[src/rtl/ssr_pkg.sv]
// Shared constants, codes and controller/datapath interface types.
package ssr_pkg;

  localparam int PATTERN_MAX = 8;
  localparam int REPLACE_MAX = 8;
  localparam int BYTE_W      = 8;
  localparam int LEN_W       = 4;
  localparam int CNT_W       = 16;
  localparam int CFG_IDX_W   = 2;
  localparam int CFG_DATA_W  = 64;
  localparam int WIN_IDX_W   = $clog2(PATTERN_MAX);

  typedef enum logic [CFG_IDX_W-1:0] {
    CFG_PATTERN_BYTES  = 2'd0,
    CFG_PATTERN_LENGTH = 2'd1,
    CFG_REPLACE_BYTES  = 2'd2,
    CFG_REPLACE_LENGTH = 2'd3
  } cfg_index_t;

  // Where an emitted result takes its byte from.
  typedef enum logic [1:0] {
    SRC_WINDOW,
    SRC_REPLACE,
    SRC_NONE
  } src_t;

  typedef struct packed {
    logic accept;  // store the incoming byte in the window
    logic decide;  // apply match result (clear window, bump count)
    logic emit;    // load the output register
    src_t src;
    logic last;    // last result of this request
  } ssr_cmd_t;

  typedef struct packed {
    logic             is_match;
    logic [LEN_W-1:0] total;     // results this request produces
    logic             fin;
    logic             out_free;
  } ssr_status_t;

endpackage

[src/rtl/ssr_ctrl.sv]
// Sequencer: accepts a request, plans its results and paces their emission.
module ssr_ctrl import ssr_pkg::*; (
  input  logic        clk,
  input  logic        rst,
  input  logic        in_valid,
  output logic        in_ready,
  input  ssr_status_t status,
  output ssr_cmd_t    cmd
);

  typedef enum logic [1:0] {
    S_IDLE,
    S_DECIDE,
    S_EMIT
  } state_t;

  state_t           state;
  logic [LEN_W-1:0] remaining;
  src_t             src;

  assign in_ready   = (state == S_IDLE);
  assign cmd.accept = (state == S_IDLE) && in_valid;
  assign cmd.decide = (state == S_DECIDE);
  assign cmd.emit   = (state == S_EMIT) && status.out_free;
  assign cmd.src    = src;
  assign cmd.last   = (remaining == LEN_W'(1));

  always_ff @(posedge clk) begin
    if (rst) begin
      state     <= S_IDLE;
      remaining <= '0;
      src       <= SRC_NONE;
    end else begin
      unique case (state)
        S_IDLE: begin
          if (in_valid) state <= S_DECIDE;
        end
        S_DECIDE: begin
          if (status.total != '0) begin
            remaining <= status.total;
            src       <= status.is_match ? SRC_REPLACE : SRC_WINDOW;
            state     <= S_EMIT;
          end else if (status.fin) begin
            // nothing to send on a final request: one count-only result
            remaining <= LEN_W'(1);
            src       <= SRC_NONE;
            state     <= S_EMIT;
          end else begin
            state <= S_IDLE;
          end
        end
        S_EMIT: begin
          if (status.out_free) begin
            remaining <= remaining - LEN_W'(1);
            if (remaining == LEN_W'(1)) state <= S_IDLE;
          end
        end
        default: state <= S_IDLE;
      endcase
    end
  end

endmodule

[src/rtl/ssr_datapath.sv]
// Window, configuration, matcher, replacement shifter, counter and output register.
module ssr_datapath import ssr_pkg::*; (
  input  logic                  clk,
  input  logic                  rst,
  input  logic                  cfg_write,
  input  logic [CFG_IDX_W-1:0]  cfg_index,
  input  logic [CFG_DATA_W-1:0] cfg_data,
  input  logic [BYTE_W-1:0]     text_byte,
  input  logic                  is_final,
  input  logic                  out_ready,
  output logic                  out_valid,
  output logic [BYTE_W-1:0]     out_byte,
  output logic                  byte_valid,
  output logic                  run_last,
  output logic                  text_done,
  output logic [CNT_W-1:0]      replace_count,
  input  ssr_cmd_t              cmd,
  output ssr_status_t           status
);

  logic [PATTERN_MAX*BYTE_W-1:0] pattern_bytes;
  logic [LEN_W-1:0]              pattern_length;
  logic [REPLACE_MAX*BYTE_W-1:0] replace_bytes;
  logic [LEN_W-1:0]              replace_length;

  logic [BYTE_W-1:0]             window [PATTERN_MAX];
  logic [LEN_W-1:0]              fill;
  logic                          fin;
  logic [REPLACE_MAX*BYTE_W-1:0] rep_sh;
  logic [CNT_W-1:0]              match_total;

  logic [LEN_W-1:0]              plen;
  logic [LEN_W-1:0]              rlen;
  logic [PATTERN_MAX-1:0]        byte_ok;
  logic                          is_match;
  logic [LEN_W-1:0]              pops;

  always_ff @(posedge clk) begin
    if (rst) begin
      pattern_bytes  <= '0;
      pattern_length <= '0;
      replace_bytes  <= '0;
      replace_length <= '0;
    end else if (cfg_write) begin
      unique case (cfg_index)
        CFG_PATTERN_BYTES:  pattern_bytes  <= cfg_data;
        CFG_PATTERN_LENGTH: pattern_length <= cfg_data[LEN_W-1:0];
        CFG_REPLACE_BYTES:  replace_bytes  <= cfg_data;
        CFG_REPLACE_LENGTH: replace_length <= cfg_data[LEN_W-1:0];
        default: ;
      endcase
    end
  end

  assign plen = (pattern_length > LEN_W'(PATTERN_MAX)) ? LEN_W'(PATTERN_MAX) : pattern_length;
  assign rlen = (replace_length > LEN_W'(REPLACE_MAX)) ? LEN_W'(REPLACE_MAX) : replace_length;

  always_comb begin
    for (int i = 0; i < PATTERN_MAX; i++) begin
      byte_ok[i] = (window[i] == pattern_bytes[i*BYTE_W +: BYTE_W]) || (LEN_W'(i) >= plen);
    end
  end

  assign is_match = (plen != '0) && (fill == plen) && (&byte_ok);

  always_comb begin
    if (fin || plen == '0) begin
      pops = fill;
    end else if (fill > plen) begin
      pops = fill - plen + LEN_W'(1);
    end else if (fill == plen) begin
      pops = LEN_W'(1);
    end else begin
      pops = '0;
    end
  end

  assign status.is_match = is_match;
  assign status.total    = is_match ? rlen : pops;
  assign status.fin      = fin;
  assign status.out_free = !out_valid || out_ready;

  // window storage: written at the fill position, shifted toward the head on a pop
  always_ff @(posedge clk) begin
    if (cmd.accept) begin
      window[fill[WIN_IDX_W-1:0]] <= text_byte;
    end else if (cmd.emit && cmd.src == SRC_WINDOW) begin
      for (int i = 0; i < PATTERN_MAX - 1; i++) begin
        window[i] <= window[i+1];
      end
    end
  end

  always_ff @(posedge clk) begin
    if (cmd.accept) fin <= is_final;
    if (cmd.decide) rep_sh <= replace_bytes;
    else if (cmd.emit && cmd.src == SRC_REPLACE) rep_sh <= rep_sh >> BYTE_W;
  end

  always_ff @(posedge clk) begin
    if (rst) begin
      fill        <= '0;
      match_total <= '0;
    end else begin
      if (cmd.accept) begin
        fill <= fill + LEN_W'(1);
      end else if (cmd.decide && is_match) begin
        fill <= '0;
        if (match_total != '1) match_total <= match_total + CNT_W'(1);
      end else if (cmd.emit) begin
        if (cmd.src == SRC_WINDOW) fill <= fill - LEN_W'(1);
        // restart the count once the final result of the text leaves
        if (cmd.last && fin) match_total <= '0;
      end
    end
  end

  always_ff @(posedge clk) begin
    if (rst) begin
      out_valid <= 1'b0;
    end else if (cmd.emit) begin
      out_valid <= 1'b1;
    end else if (out_ready) begin
      out_valid <= 1'b0;
    end
  end

  always_ff @(posedge clk) begin
    if (cmd.emit) begin
      case (cmd.src)
        SRC_WINDOW: begin
          out_byte   <= window[0];
          byte_valid <= 1'b1;
        end
        SRC_REPLACE: begin
          out_byte   <= rep_sh[BYTE_W-1:0];
          byte_valid <= 1'b1;
        end
        default: begin
          out_byte   <= '0;
          byte_valid <= 1'b0;
        end
      endcase
      run_last      <= cmd.last;
      text_done     <= cmd.last && fin;
      replace_count <= match_total;
    end
  end

endmodule

[src/rtl/stream_search_replace.sv]
// Top level of the streaming search-and-replace block.
// Text enters one byte per request on in_valid/in_ready (text_byte, is_final)
// and leaves as results on out_valid/out_ready. Each result carries a byte
// (byte_valid 1) or is count-only, plus run_last on the last result of a
// request, text_done on the last result of the text, and the saturating
// replacement count. Pattern and replacement are set via cfg_write/cfg_index/
// cfg_data; the user must write them only while the block is idle, unchecked.
// Timing: a request is taken in the idle state, planned in the next cycle,
// and its n results (0 to 8) are loaded into the output register one per
// cycle while the receiver keeps up; the next request is taken only after
// the last result of this one is loaded. The sequencer in ssr_ctrl handles
// one request at a time.
// When the receiver stalls, the held result stays in the output register
// and emission pauses; the next request is taken as soon as the sequencer
// is idle, even while the final result of the last one still waits.
// Reset clears configuration, window fill, count and the output valid flag.
module stream_search_replace import ssr_pkg::*; (
  input  logic                  clk,
  input  logic                  rst,
  input  logic                  cfg_write,
  input  logic [CFG_IDX_W-1:0]  cfg_index,
  input  logic [CFG_DATA_W-1:0] cfg_data,
  input  logic                  in_valid,
  output logic                  in_ready,
  input  logic [BYTE_W-1:0]     text_byte,
  input  logic                  is_final,
  output logic                  out_valid,
  input  logic                  out_ready,
  output logic [BYTE_W-1:0]     out_byte,
  output logic                  byte_valid,
  output logic                  run_last,
  output logic                  text_done,
  output logic [CNT_W-1:0]      replace_count
);

  ssr_cmd_t    cmd;
  ssr_status_t status;

  ssr_ctrl u_ctrl (
    .clk      (clk),
    .rst      (rst),
    .in_valid (in_valid),
    .in_ready (in_ready),
    .status   (status),
    .cmd      (cmd)
  );

  ssr_datapath u_dp (
    .clk           (clk),
    .rst           (rst),
    .cfg_write     (cfg_write),
    .cfg_index     (cfg_index),
    .cfg_data      (cfg_data),
    .text_byte     (text_byte),
    .is_final      (is_final),
    .out_ready     (out_ready),
    .out_valid     (out_valid),
    .out_byte      (out_byte),
    .byte_valid    (byte_valid),
    .run_last      (run_last),
    .text_done     (text_done),
    .replace_count (replace_count),
    .cmd           (cmd),
    .status        (status)
  );

endmodule

[config.mk]
export PLATFORM = sky130hd
export DESIGN_NAME = stream_search_replace
export DESIGN_NICKNAME = d
export VERILOG_FILES = /design/src/rtl/ssr_pkg.sv /design/src/rtl/ssr_ctrl.sv /design/src/rtl/ssr_datapath.sv /design/src/rtl/stream_search_replace.sv
export SDC_FILE = /design/constraint.sdc
export NUM_CORES = 1
export LEC_CHECK = 0
export BUFFER_PORTS_ARGS = -buffer_cell sky130_fd_sc_hd__buf_2
export CORE_UTILIZATION = 25
export CTS_CLUSTER_SIZE = 10
export DETAILED_ROUTE_END_ITERATION = 7
export PLACE_DENSITY_LB_ADDON = 0.05
export SETUP_SLACK_MARGIN = 0.05
export SYNTH_ARGS = -nofsm -noshare
export SYNTH_HDL_FRONTEND = slang
export SYNTH_HIERARCHICAL = 1
export SYNTH_SLANG_ARGS = --single-unit
[constraint.sdc]
create_clock -name clk -period 6.78 [get_ports clk]
set_clock_uncertainty 0.2 [all_clocks]
set_input_delay 1.017 -clock clk [delete_from_list [all_inputs] [get_ports clk]]
set_output_delay 1.017 -clock clk [all_outputs]
set_load 0.1 [all_outputs]
; Word level (Yosys, flattened, before mapping)
; Memory sizes are Yosys's and may differ from the RTL's.
; Cells that the tools add are included.
[classes]
addsub = 6
magnitude_cmp = 11
eq_ne = 22
n_mux = 41
bitwise = 1
n_reduce_logical = 45
[ops]
columns = op, count
row1 = 2-to-1 mux 64 bit, 2
row2 = equality test 8 bit, 8
row3 = 2-to-1 mux 16 bit, 4
row4 = 2-to-1 mux 4 bit, 12
row5 = adder 16 x 1 -> 16 bit (second input constant), 1
row6 = greater-or-equal comparator 3 x 4 -> 1 bit (first input constant), 4
row7 = != test 16 bit (second input constant), 1
row8 = case mux 8 bit (2 select lines), 1
row9 = 2-to-1 mux 2 bit, 7
row10 = AND reduction 2 bit, 6
row11 = nonzero test 2 bit, 6
row12 = 2-to-1 mux 1 bit, 11
row13 = logical OR 1 bit, 10
row14 = adder 4 x 1 -> 4 bit (second input constant), 2
row15 = greater-or-equal comparator 1 x 4 -> 1 bit (first input constant), 2
row16 = greater-or-equal comparator 2 x 4 -> 1 bit (first input constant), 2
row17 = > comparator 4 bit (second input constant), 2
row18 = logical AND 1 bit, 8
row19 = 2-to-1 mux 8 bit, 1
row20 = case mux 4 bit (2 select lines), 1
row21 = AND reduction 8 bit, 1
row22 = nonzero test 4 bit, 2
row23 = OR reduction 8 bit, 1
row24 = subtractor 4 x 1 -> 4 bit (second input constant), 2
row25 = 19 further kinds, 29
[word_totals]
ff_bits = 257
mem_bits_rw = 64
inputBits = 80
output_inout_bits = 29
memories = 1
[mem_list]
columns = memory, depth, width, read_ports, rd_ports_with_merged_regs, write_ports, line_no
row1 = u_dp.window, 8, 8, 8, 0, 7, ssr_datapath.sv:26  ; logic [BYTE_W-1:0] window [PATTERN_MAX];

; Logic depth before layout (Yosys ltp)
; Gate-level depths: netlist (run 1).
[depth]
word_depth = 10
ltp_mapped = 15

; Modules after synthesis
; The synthesis (run 1) kept the hierarchy.
[by_module_without_submodules]
columns = mod, instances, cells_per_inst, area_per_inst_um2, seq_area_each_um2
row1 = ssr_datapath, 1, 1314, 13254.0, 7827.5
row2 = ssr_ctrl, 1, 62, 551.8, 160.2

; Worst setup path before layout (run 1)
; OpenSTA, ideal clock, no wires.
[synth_timing]
path_type = input to register
startpoint = in out_ready
endpoint = mem u_dp.window[2][0], enable pin
setup_ns = 0.384
arrival_time_ns = 3.295
required_time_ns = 6.196
slack_ns = 2.901
path_stages = 7
n_path_buf = 1
cell_sequence = nand2b_1 -> and2_1 -> inv_1 -> nor3_1 -> nand2b_1 -> clkbuf_1 -> o21ai_0
[synth_lines]
columns = item, line_no
row1 = "start, declared", stream_search_replace.sv:28  ; input logic out_ready,
row2 = "end, declared", ssr_datapath.sv:26

==> impl_metrics.tcl, run 1 <==
set metrics [dict create \
    swShare 0.265 \
    hp-class "reg2reg" \
    p_leak_nw 5.95 \
    power.density_nw_per_um2 298 \
    drc_errors 0 \
    grt_antenna_before_repair 0 \
    overflow 0 \
    power_mw 4.89 \
    via_count 9953 \
    synth_ff_type "dfxtp_1" \
    whs_path_depth 2 \
    clk_path_buf_depth 3 \
    nets 1566 \
    chipHeight_um 237 \
    synth_cell_types 66 \
    cp.arrival_ns 4.49 \
    finalHoldWorstSlack_ns 0.248 \
    place_inst 2121 \
    fin_crit_sh 0.627 \
    ant_nets 0 \
    initial_core_util 0.255 \
    cts_tree "yes" \
    ys_ff_latch 321 \
    post_cts_resized 0 \
    final_hold_viol_count 0 \
    p_int_mw 3.59 \
    clkPwrFrac 0.432 \
    max_slew_margin 0.179 \
    postCtsHoldBufs 0 \
    ir_worst_vdd_mv 0.141 \
    crit_buf_inv 2 \
    drtPass1Iterations 5 \
    stdcell_count 2198 \
    r2r_setup_slack_ns 2.53 \
    gp_congestion 0.763 \
    clkLatencyLatePin_ns 0.58 \
    combPwrFrac 0.110 \
    slowest_delay_ns 0.56 \
    path_class "reg2reg" \
    outcome "complete, no violations" \
    die_area_um2 56200 \
    wl_per_cell_um 19.3 \
    syn_inst 1376 \
    cts-root-buf "clkbuf_16" \
    drt_wl_total_um 42500 \
    slew_violations 0 \
    r2r-start "u_dp/pattern_length[3]$_SDFFE_PP0P_" \
    drive_above_1_share 0.172 \
    rows 85 \
    hold_start "u_dp/replace_bytes[57]$_SDFFE_PP0P_" \
    hpwlAfterDp_um 28900 \
    yosysSeqAreaShare 0.579 \
    portBuffers 108 \
    cts_setup_buffers 0 \
    critPathLaunchType "register" \
    num_antenna_cells 0 \
    synth-async-reset-ratio 0 \
    place_area_um2 15100 \
    worst_path_max_delay_cell "or4_4" \
    drt_iter0_drc 600 \
    worst-slew-pin-transition_ns 1.22 \
    path_clk_slew_ns 0.06 \
    crit_path_cell_trace "inv_1, nand2_1, inv_1, ha_1, and4_1, nand3_1, or4_4, nor3b_2, mux2_1, or4_4, o211a_4, o311ai_1, o31ai_2" \
    crit_path_end_kind "register" \
    numClockSinks 321 \
    cap_violations 0 \
    reg2regPathDepth 13 \
    grt_pass1_wl_um 64500 \
    coreArea_um2 54200 \
    p_seq_frac 0.458 \
    finish.instance_area_um2 16400 \
    whs_endpoint "u_dp/replace_bytes[57]$_SDFFE_PP0P_" \
    critical-path-top-delay-family "simple AND/OR/NAND/NOR gates" \
    htreeDepth 2 \
    pin_count 109 \
    tns_ns 0 \
    cp_max_fo 8 \
    reg2reg_to "u_ctrl/remaining[0]$_SDFFE_PP0P_" \
    finalSetupViolCount 0 \
    synth_edf_count 156 \
    area_growth_pct 18.7 \
    ys.warnings.count 6 \
    syn_area_um2 13800 \
    crit_required_ns 7.02 \
    rsz0062_at_grt "no" \
    net-switching-power_mw 1.29 \
    grt_max_degree 81 \
    min_period_ns 4.25 \
    grt_pass1_vias 10000 \
    synth_fp_nets 1473 \
    track_usage 0.153 \
    fmax_mhz 235 \
    viasPerCell 4.53 \
    avgSynthCellArea_um2 10.0 \
    fp.dieW_um 237 \
    numCtsBuffers 42 \
]
==> layer usage <==
layer | global-route usage | wire (µm) | share of wire
met1 | 0.212 | 20700 | 0.49
met5 | 0 | 0 | 0
met3 | 0.0237 | 1340 | 0.031
met4 | 0.0525 | 983 | 0.023
met2 | 0.240 | 19500 | 0.46
==> cells by family after synthesis <==
logic type | after synthesis | share of synthesized area
xor gates and xnor gates | 65 | 0.0412
DFF | 321 | 0.579
buffers and inverters | 98 | 0.0273
and+or+nand+nor | 578 | 0.183
adders and majority gates | 17 | 0.0165
AOI/OAI and AO/OA | 221 | 0.0935
muxes | 76 | 0.0603
==> power by group through the flow <==
stage          sequential [mW]  combinational, mW  clock (mW)
2_1_floorplan             2.29              0.330           0
3_3_place_gp              2.28              0.553           0
3_5_place_dp              2.28              0.549           0
4_1_cts                   2.24              0.552        2.20
5_1_grt                   2.25              0.591        2.27
6_report                  2.24              0.536        2.11
==> cell usage in the layout, fill, tap and decap left out, types with 12 or more instances in the layout <==
| cell | n |
|---|---|
| nand2_1 | 406 |
| dfxtp_1 | 165 |
| edfxtp_1 | 156 |
| a21oi_1 | 150 |
| buf_2 | 107 |
| mux2_2 | 56 |
| nor2_1 | 48 |
| clkbuf_16 | 43 |
| xnor2_1 | 33 |
| xor2_1 | 32 |
| inv_1 | 23 |
| o21ai_0 | 22 |
| nand3_1 | 22 |
| mux2i_1 | 19 |
| clkbuf_1 | 18 |
| buf_4 | 17 |
| nor3_1 | 14 |
| ha_1 | 14 |
| nand4_1 | 13 |
| and2_1 | 12 |
==> worst max path at each step <==
stage                     cells past startpoint                               end  slack [ns]                                 from
final                                        13  u_ctrl/remaining[0]$_SDFFE_PP0P_        2.53  u_dp/pattern_length[3]$_SDFFE_PP0P_
after global placement                       13  u_ctrl/remaining[3]$_SDFFE_PP0P_        2.64  u_dp/pattern_length[3]$_SDFFE_PP0P_
after floorplan                               7       u_dp/window[2][0]$_DFFE_PP_        2.90                            out_ready
after CTS                                    13  u_ctrl/remaining[2]$_SDFFE_PP0P_        2.50  u_dp/pattern_length[3]$_SDFFE_PP0P_
after detailed placement                     13  u_ctrl/remaining[2]$_SDFFE_PP0P_        2.53  u_dp/pattern_length[3]$_SDFFE_PP0P_
after global routing                         13  u_ctrl/remaining[2]$_SDFFE_PP0P_        2.26  u_dp/pattern_length[3]$_SDFFE_PP0P_
==> state kept, by name (all words and copies together), names as in the netlist <==
register / flops
u_ctrl/remaining: 4
u_ctrl/src: 2
u_ctrl/state: 2
u_dp/byte_valid: 1
u_dp/fill: 4
u_dp/fin: 1
u_dp/match_total: 16
u_dp/out_byte: 8
u_dp/out_valid: 1
u_dp/pattern_bytes: 64
u_dp/pattern_length: 4
u_dp/rep_sh: 64
u_dp/replace_bytes: 64
u_dp/replace_count: 16
u_dp/replace_length: 4
u_dp/run_last: 1
u_dp/text_done: 1
u_dp/window: 64
==> synth_stat cells (4+ instances only) <==
master	count	area, µm²
nand2_1	406	1520
dfxtp_1	165	3300
edfxtp_1	156	4680
a21oi_1	150	751
clkbuf_1	64	240
mux2_2	56	631
nor2_1	51	191
xnor2_1	33	289
xor2_1	32	280
inv_1	23	86.3
nand3_1	22	110
o21ai_0	22	110
mux2i_1	19	190
ha_1	15	188
nor3_1	14	70.1
nand4_1	13	81.3
and2_1	12	75.1
nand2b_1	10	62.6
nor4_1	10	62.6
buf_1	8	30.0
a31oi_1	6	37.5
and4_1	5	43.8
or3_1	5	31.3
a21o_1	4	30.0
o31ai_1	4	30.0
or2_2	4	25.0
==> area by class of cell <==
type | instances | area (µm²)
Multi-Input combinational cell | 957 | 5480
Sequential cell | 321 | 7990
Timing Repair Buffer | 124 | 663
Clock buffer | 67 | 1230
Inverter | 23 | 86.3
Tap cell | 696 | 871
Clock inverter | 10 | 68.8
Fill cell | 5700 | 37900
==> metrics by stage <==
stage / util / worst slack (ns)
2_1_floorplan: - / 2.90
5_1_grt: 0.302 / 2.26
6_report: 0.302 / 2.53
3_5_place_dp: 0.278 / 2.53
3_3_place_gp: 0.278 / 2.64
4_1_cts: 0.302 / 2.50
==> worst reg2reg max path: stages, from the launching register on <==
cell,delay [ns]
dfxtp_1,0.45
inv_1,0.17
nand2_1,0.12
inv_1,0.05
ha_1,0.28
and4_1,0.27
nand3_1,0.08
or4_4,0.56
nor3b_2,0.48
mux2_1,0.41
or4_4,0.53
o211a_4,0.31
o311ai_1,0.11
o31ai_2,0.11
No activity file was read; power rests on OpenSTA's default activity.
==> run 2: changes to the inputs <==
- clock period: 6.78 -> 4 ns (I/O delays scaled with it)
==> run 2 against run 1 <==
Cell count increased by 0.86%. Worst setup slack got worse by 2.3 ns. Flip-flop and latch count unchanged. Critical path type unchanged. Largest power group unchanged.
==> impl_metrics.tcl, run 2 (synthesized netlist as in run 1, its figures left out) <==
set metrics [dict create \
    outcome "complete, no violations" \
    power_mw 8.25 \
    path_clk_slew_ns 0.05 \
    multi_input_comb_area_um2 5510 \
    crit_path_frequent_cell "or4_4" \
    via_count 9954 \
    final_cell_mix "nand2_1 (406), dfxtp_1 (165), edfxtp_1 (156)" \
    register_area_um2 7990 \
    drt_iter0_drc 526 \
    crit_required_ns 4.22 \
    max_slew_margin 0.458 \
    finalSetupViolCount 0 \
    r2r-start "u_dp/pattern_length[3]$_SDFFE_PP0P_" \
    cp.arrival_ns 3.97 \
    numCtsBuffers 41 \
    grt_pass1_vias 10200 \
    power.density_nw_per_um2 498 \
    fmax_mhz 267 \
    portBuffers 108 \
    setup.worst_path.start "u_dp/pattern_length[3]$_SDFFE_PP0P_" \
    critPathLaunchType "register" \
    crit_path_end_kind "register" \
    drc_errors 0 \
    final_util 0.306 \
    path_class "reg2reg" \
    slew_violations 0 \
    worst_path_max_delay_cell "or4_4" \
    die_area_um2 56200 \
    min_period_ns 3.74 \
    cts_tree "yes" \
    postCtsHoldBufs 0 \
    gp_congestion 0.790 \
    rows 85 \
    clk_path_buf_depth 3 \
    drt_wl_total_um 42500 \
    fp.dieW_um 237 \
    nets 1585 \
    chipHeight_um 237 \
    cap_violations 0 \
    area_growth_pct 20.1 \
    htreeDepth 2 \
    initial_core_util 0.255 \
    track_usage 0.152 \
    ant_nets 0 \
    critical-path-top-delay-family "simple AND/OR/NAND/NOR gates" \
    grt_antenna_before_repair 0 \
    overflow 0 \
    rsz0062_at_grt "no" \
    r2r_setup_slack_ns 0.26 \
    hpwlAfterDp_um 29200 \
    num_antenna_cells 0 \
    grt_max_degree 91 \
    ir_worst_vdd_mv 0.258 \
    fin_crit_sh 0.936 \
    p_leak_nw 6.05 \
    numClockSinks 321 \
    slowest_delay_ns 0.57 \
    cts-root-buf "clkbuf_16" \
    crit_path_cell_trace "inv_1, nand2_1, ha_4, and4_1, nand3_1, or4_4, nor3b_4, mux2_2, or4_4, o211a_4, o311ai_1, o31ai_2" \
    hold_start "is_final" \
    cp_max_fo 7 \
    drive_above_1_share 0.185 \
    tns_ns 0 \
    worst-slew-pin-transition_ns 0.813 \
    drtPass1Iterations 7 \
    pin_count 109 \
    coreArea_um2 54200 \
    viasPerCell 4.49 \
    fillers 5696 \
    clkLatencyLatePin_ns 0.55 \
    crit_buf_inv 1 \
    mostFrequentLayoutCell "nand2_1" \
    grt_pass1_wl_um 64400 \
    final_hold_viol_count 0 \
    hp-class "in2reg" \
    wl_per_cell_um 19.2 \
    cts_setup_buffers 0 \
]
[run 2: cell types whose count changed in the layout (fill, tap and decap cells not counted), moves of 2 or more]
cell      before  now
clkbuf_1      18   20
buf_12         0    4
clkinv_8       2    0
buf_4         17   33
[run 2: timing repair]
action	4_1_cts	5_1_grt
setup endpoints to repair	0	5
hold endpoints to repair	0	0
gates resized for setup	0	5
[run 2: metal layers]
metal | GRT usage | up-vias | share of wire
met2 | 0.244 | 157 | 0.46
met4 | 0.0437 | 0 | 0.017
li1 | - | 4977 | -
met1 | 0.209 | 4775 | 0.49
met5 | 0 | - | 0
met3 | 0.0242 | 45 | 0.034
[run 2: layout make-up]
type                            instances  area share
Clock inverter                          8     0.00249
Multi-Input combinational cell        957       0.332
Inverter                               23     0.00521
Sequential cell                       321       0.482
Tap cell                              696      0.0525
Timing Repair Buffer                  144      0.0521
Clock buffer                           68      0.0736
[run 2: stage by stage]
stage | hold WS, ns | worst slack, ns | area [µm²] | std cells
final | 0.0543 | 0.256 | 16600 | 2217
after global routing | 0.0289 | 0.0763 | 16600 | 2217
after CTS | 0.0124 | 0.173 | 16500 | 2217
after detailed placement | 0.243 | 0.194 | 15300 | 2141
after global placement | 0.238 | 0.243 | 15300 | 2141
after floorplan | 0.206 | 0.161 | 13800 | 1376
[run 2: power by group]
part | switching, mW | internal (mW) | leakage [nW]
Sequential | 0.105 | 3.67 | 2.80
Combinational | 0.617 | 0.342 | 2.64
Clock | 1.44 | 2.08 | 0.615
Total | 2.16 | 6.09 | 6.05
[run 2: path summary, 6_finish.rpt]
kind / to / cells after the start
worst max register to register: u_ctrl/remaining[0]$_SDFFE_PP0P_ / 12
worst min register to register: u_dp/replace_bytes[58]$_SDFFE_PP0P_ / 2
worst max-delay path: u_ctrl/remaining[0]$_SDFFE_PP0P_ / 12
worst min-delay path: u_dp/fin$_DFFE_PP_ / 1
==> run 3: changes to the inputs <==
- BUFFER_PORTS_ARGS: -buffer_cell sky130_fd_sc_hd__buf_2 -> not set
- CAP_MARGIN: not set -> 40
- DONT_BUFFER_PORTS: not set -> 1
- REMOVE_ABC_BUFFERS: not set -> 1
==> run 3 against run 2 <==
Count of clock-buffer cells in the layout shrank 1. Via count grew 2.6%. Global-route usage is 0.58 points higher. Hold slack better by 0.0030 ns. Critical path depth shrank 2. Critical endpoint is now u_ctrl/remaining[2]$_SDFFE_PP0P_.
==> impl_metrics.tcl, run 3 (synthesized netlist as in run 1, its figures left out) <==
set metrics [dict create \
    drive_above_1_share 0.121 \
    outcome "complete, no violations" \
    numClockSinks 321 \
    hp-class "in2reg" \
    coreArea_um2 54200 \
    register_area_um2 7990 \
    final_hold_viol_count 0 \
    p_leak_nw 6.42 \
    clkLatencyLatePin_ns 0.57 \
    grt_pass1_wl_um 67200 \
    fp.dieW_um 237 \
    combPwrFrac 0.109 \
    gp_congestion 0.775 \
    wl_per_cell_um 19.5 \
    chipHeight_um 237 \
    path_clk_slew_ns 0.06 \
    htreeDepth 2 \
    overflow 0 \
    numCtsBuffers 41 \
    worst-slew-pin-transition_ns 0.891 \
    cp.arrival_ns 4.12 \
    cts-root-buf "clkbuf_16" \
    fin_crit_sh 0.960 \
    final_cell_mix "nand2_1 (405), dfxtp_1 (165), edfxtp_1 (156)" \
    swShare 0.261 \
    hpwlAfterDp_um 28000 \
    crit_required_ns 4.28 \
    rows 85 \
    max_slew_margin 0.407 \
    ant_nets 0 \
    nets 1605 \
    mostFrequentLayoutCell "nand2_1" \
    clkPwrFrac 0.428 \
    critPathLaunchType "register" \
    path_class "reg2reg" \
    power.density_nw_per_um2 476 \
    pin_count 109 \
    min_period_ns 3.84 \
    fmax_mhz 260 \
    area_growth_pct 26.1 \
    grt_max_degree 94 \
    track_usage 0.158 \
    die_area_um2 56200 \
    drt_iter0_drc 458 \
    p_seq_frac 0.462 \
    ir_worst_vdd_mv 0.260 \
    viasPerCell 4.56 \
    num_antenna_cells 0 \
    cp_max_fo 7 \
    grt_pass1_vias 10600 \
    clk_path_buf_depth 3 \
    portBuffers 0 \
    initial_core_util 0.255 \
    drtPass1Iterations 4 \
    via_count 10200 \
    crit_path_end_kind "register" \
    grt_antenna_before_repair 1 \
    net-switching-power_mw 2.16 \
    finalSetupViolCount 0 \
    drc_errors 0 \
    p_int_mw 6.12 \
    drt_wl_total_um 43700 \
    final_util 0.321 \
    fillers 5645 \
    tns_ns 0 \
    cap_violations 0 \
    cts_tree "yes" \
    power_mw 8.29 \
    multi_input_comb_area_um2 5510 \
    slew_violations 0 \
    rsz0062_at_grt "yes" \
]
-- run 3: changes by cell type in the layout (fill, tap and decap cells not counted), sizes merged --
cell         delta
dlygate4sd3   +114
buf            -95
bufinv          +1
clkinv          -1
inv             +1
-- run 3: cell type report --
class	instances	share of cell area
clock buffers	67	0.0674
clock inverters	9	0.00510
inverters	23	0.00496
multi-input cells	957	0.316
flip-flops and latches	321	0.459
well taps	696	0.0500
repair buffers	164	0.0976
-- run 3: path summary, 6_finish.rpt --
check             depth (start not counted)  slack (ns)                          startpoint                                  to
hold / removal                            2        0.06                            in_valid        u_ctrl/state[0]$_SDFFE_PP0P_
hold reg to reg                           2        0.25  u_dp/replace_bytes[6]$_SDFFE_PP0P_  u_dp/replace_bytes[6]$_SDFFE_PP0P_
setup / recovery                         10        0.16         u_dp/window[0][4]$_DFFE_PP_    u_ctrl/remaining[2]$_SDFFE_PP0P_
setup reg to reg                         10        0.16         u_dp/window[0][4]$_DFFE_PP_    u_ctrl/remaining[2]$_SDFFE_PP0P_
-- run 3: critical path: stages (launching register included) --
cell	delay (ns)
edfxtp_1	0.41
xor2_1	0.19
nor4_2	0.42
nand2_1	0.13
or4_4	0.59
nor3b_4	0.31
mux2_4	0.35
or4_4	0.57
o211a_4	0.29
buf_4	0.14
a211oi_2	0.15
-- run 3: power by group through the flow --
stage	combinational, mW	clock (mW)	sequential [mW]
2_1_floorplan	0.525	0	3.88
3_3_place_gp	0.791	0	3.92
3_5_place_dp	0.811	0	3.90
4_1_cts	0.912	3.69	3.83
5_1_grt	0.997	3.81	3.85
6_report	0.907	3.55	3.83
-- run 3: layer usage --
layer | GRT usage | wire length, µm | share of wire
met3 | 0.0310 | 1560 | 0.036
met4 | 0.0386 | 783 | 0.018
met1 | 0.210 | 20700 | 0.47
met5 | 0 | 12 | 0.00027
met2 | 0.261 | 20700 | 0.47
-- run 3: what timing repair did --
item / in CTS / in global routing
resized for setup: 1 / 8
endpoints found under the hold margin: 154 / 0
pin swaps: 0 / 3
hold buffers: 115 / 0
buffers inserted: 0 / 3
endpoints found under the setup margin: 5 / 6
-- run 3: metrics by stage --
step / std cells / instance area, µm² / worst slack, ns / hold slack (ns)
3_3_place_gp: 2035 / 14800 / 0.0883 / 0.234
3_5_place_dp: 2042 / 14900 / 0.0140 / 0.237
2_1_floorplan: 1301 / 13500 / -0.688 / 0.226
5_1_grt: 2237 / 17400 / 0.0415 / 0.0418
4_1_cts: 2233 / 17400 / 0.0505 / 0.0165
6_report: 2237 / 17400 / 0.160 / 0.0573
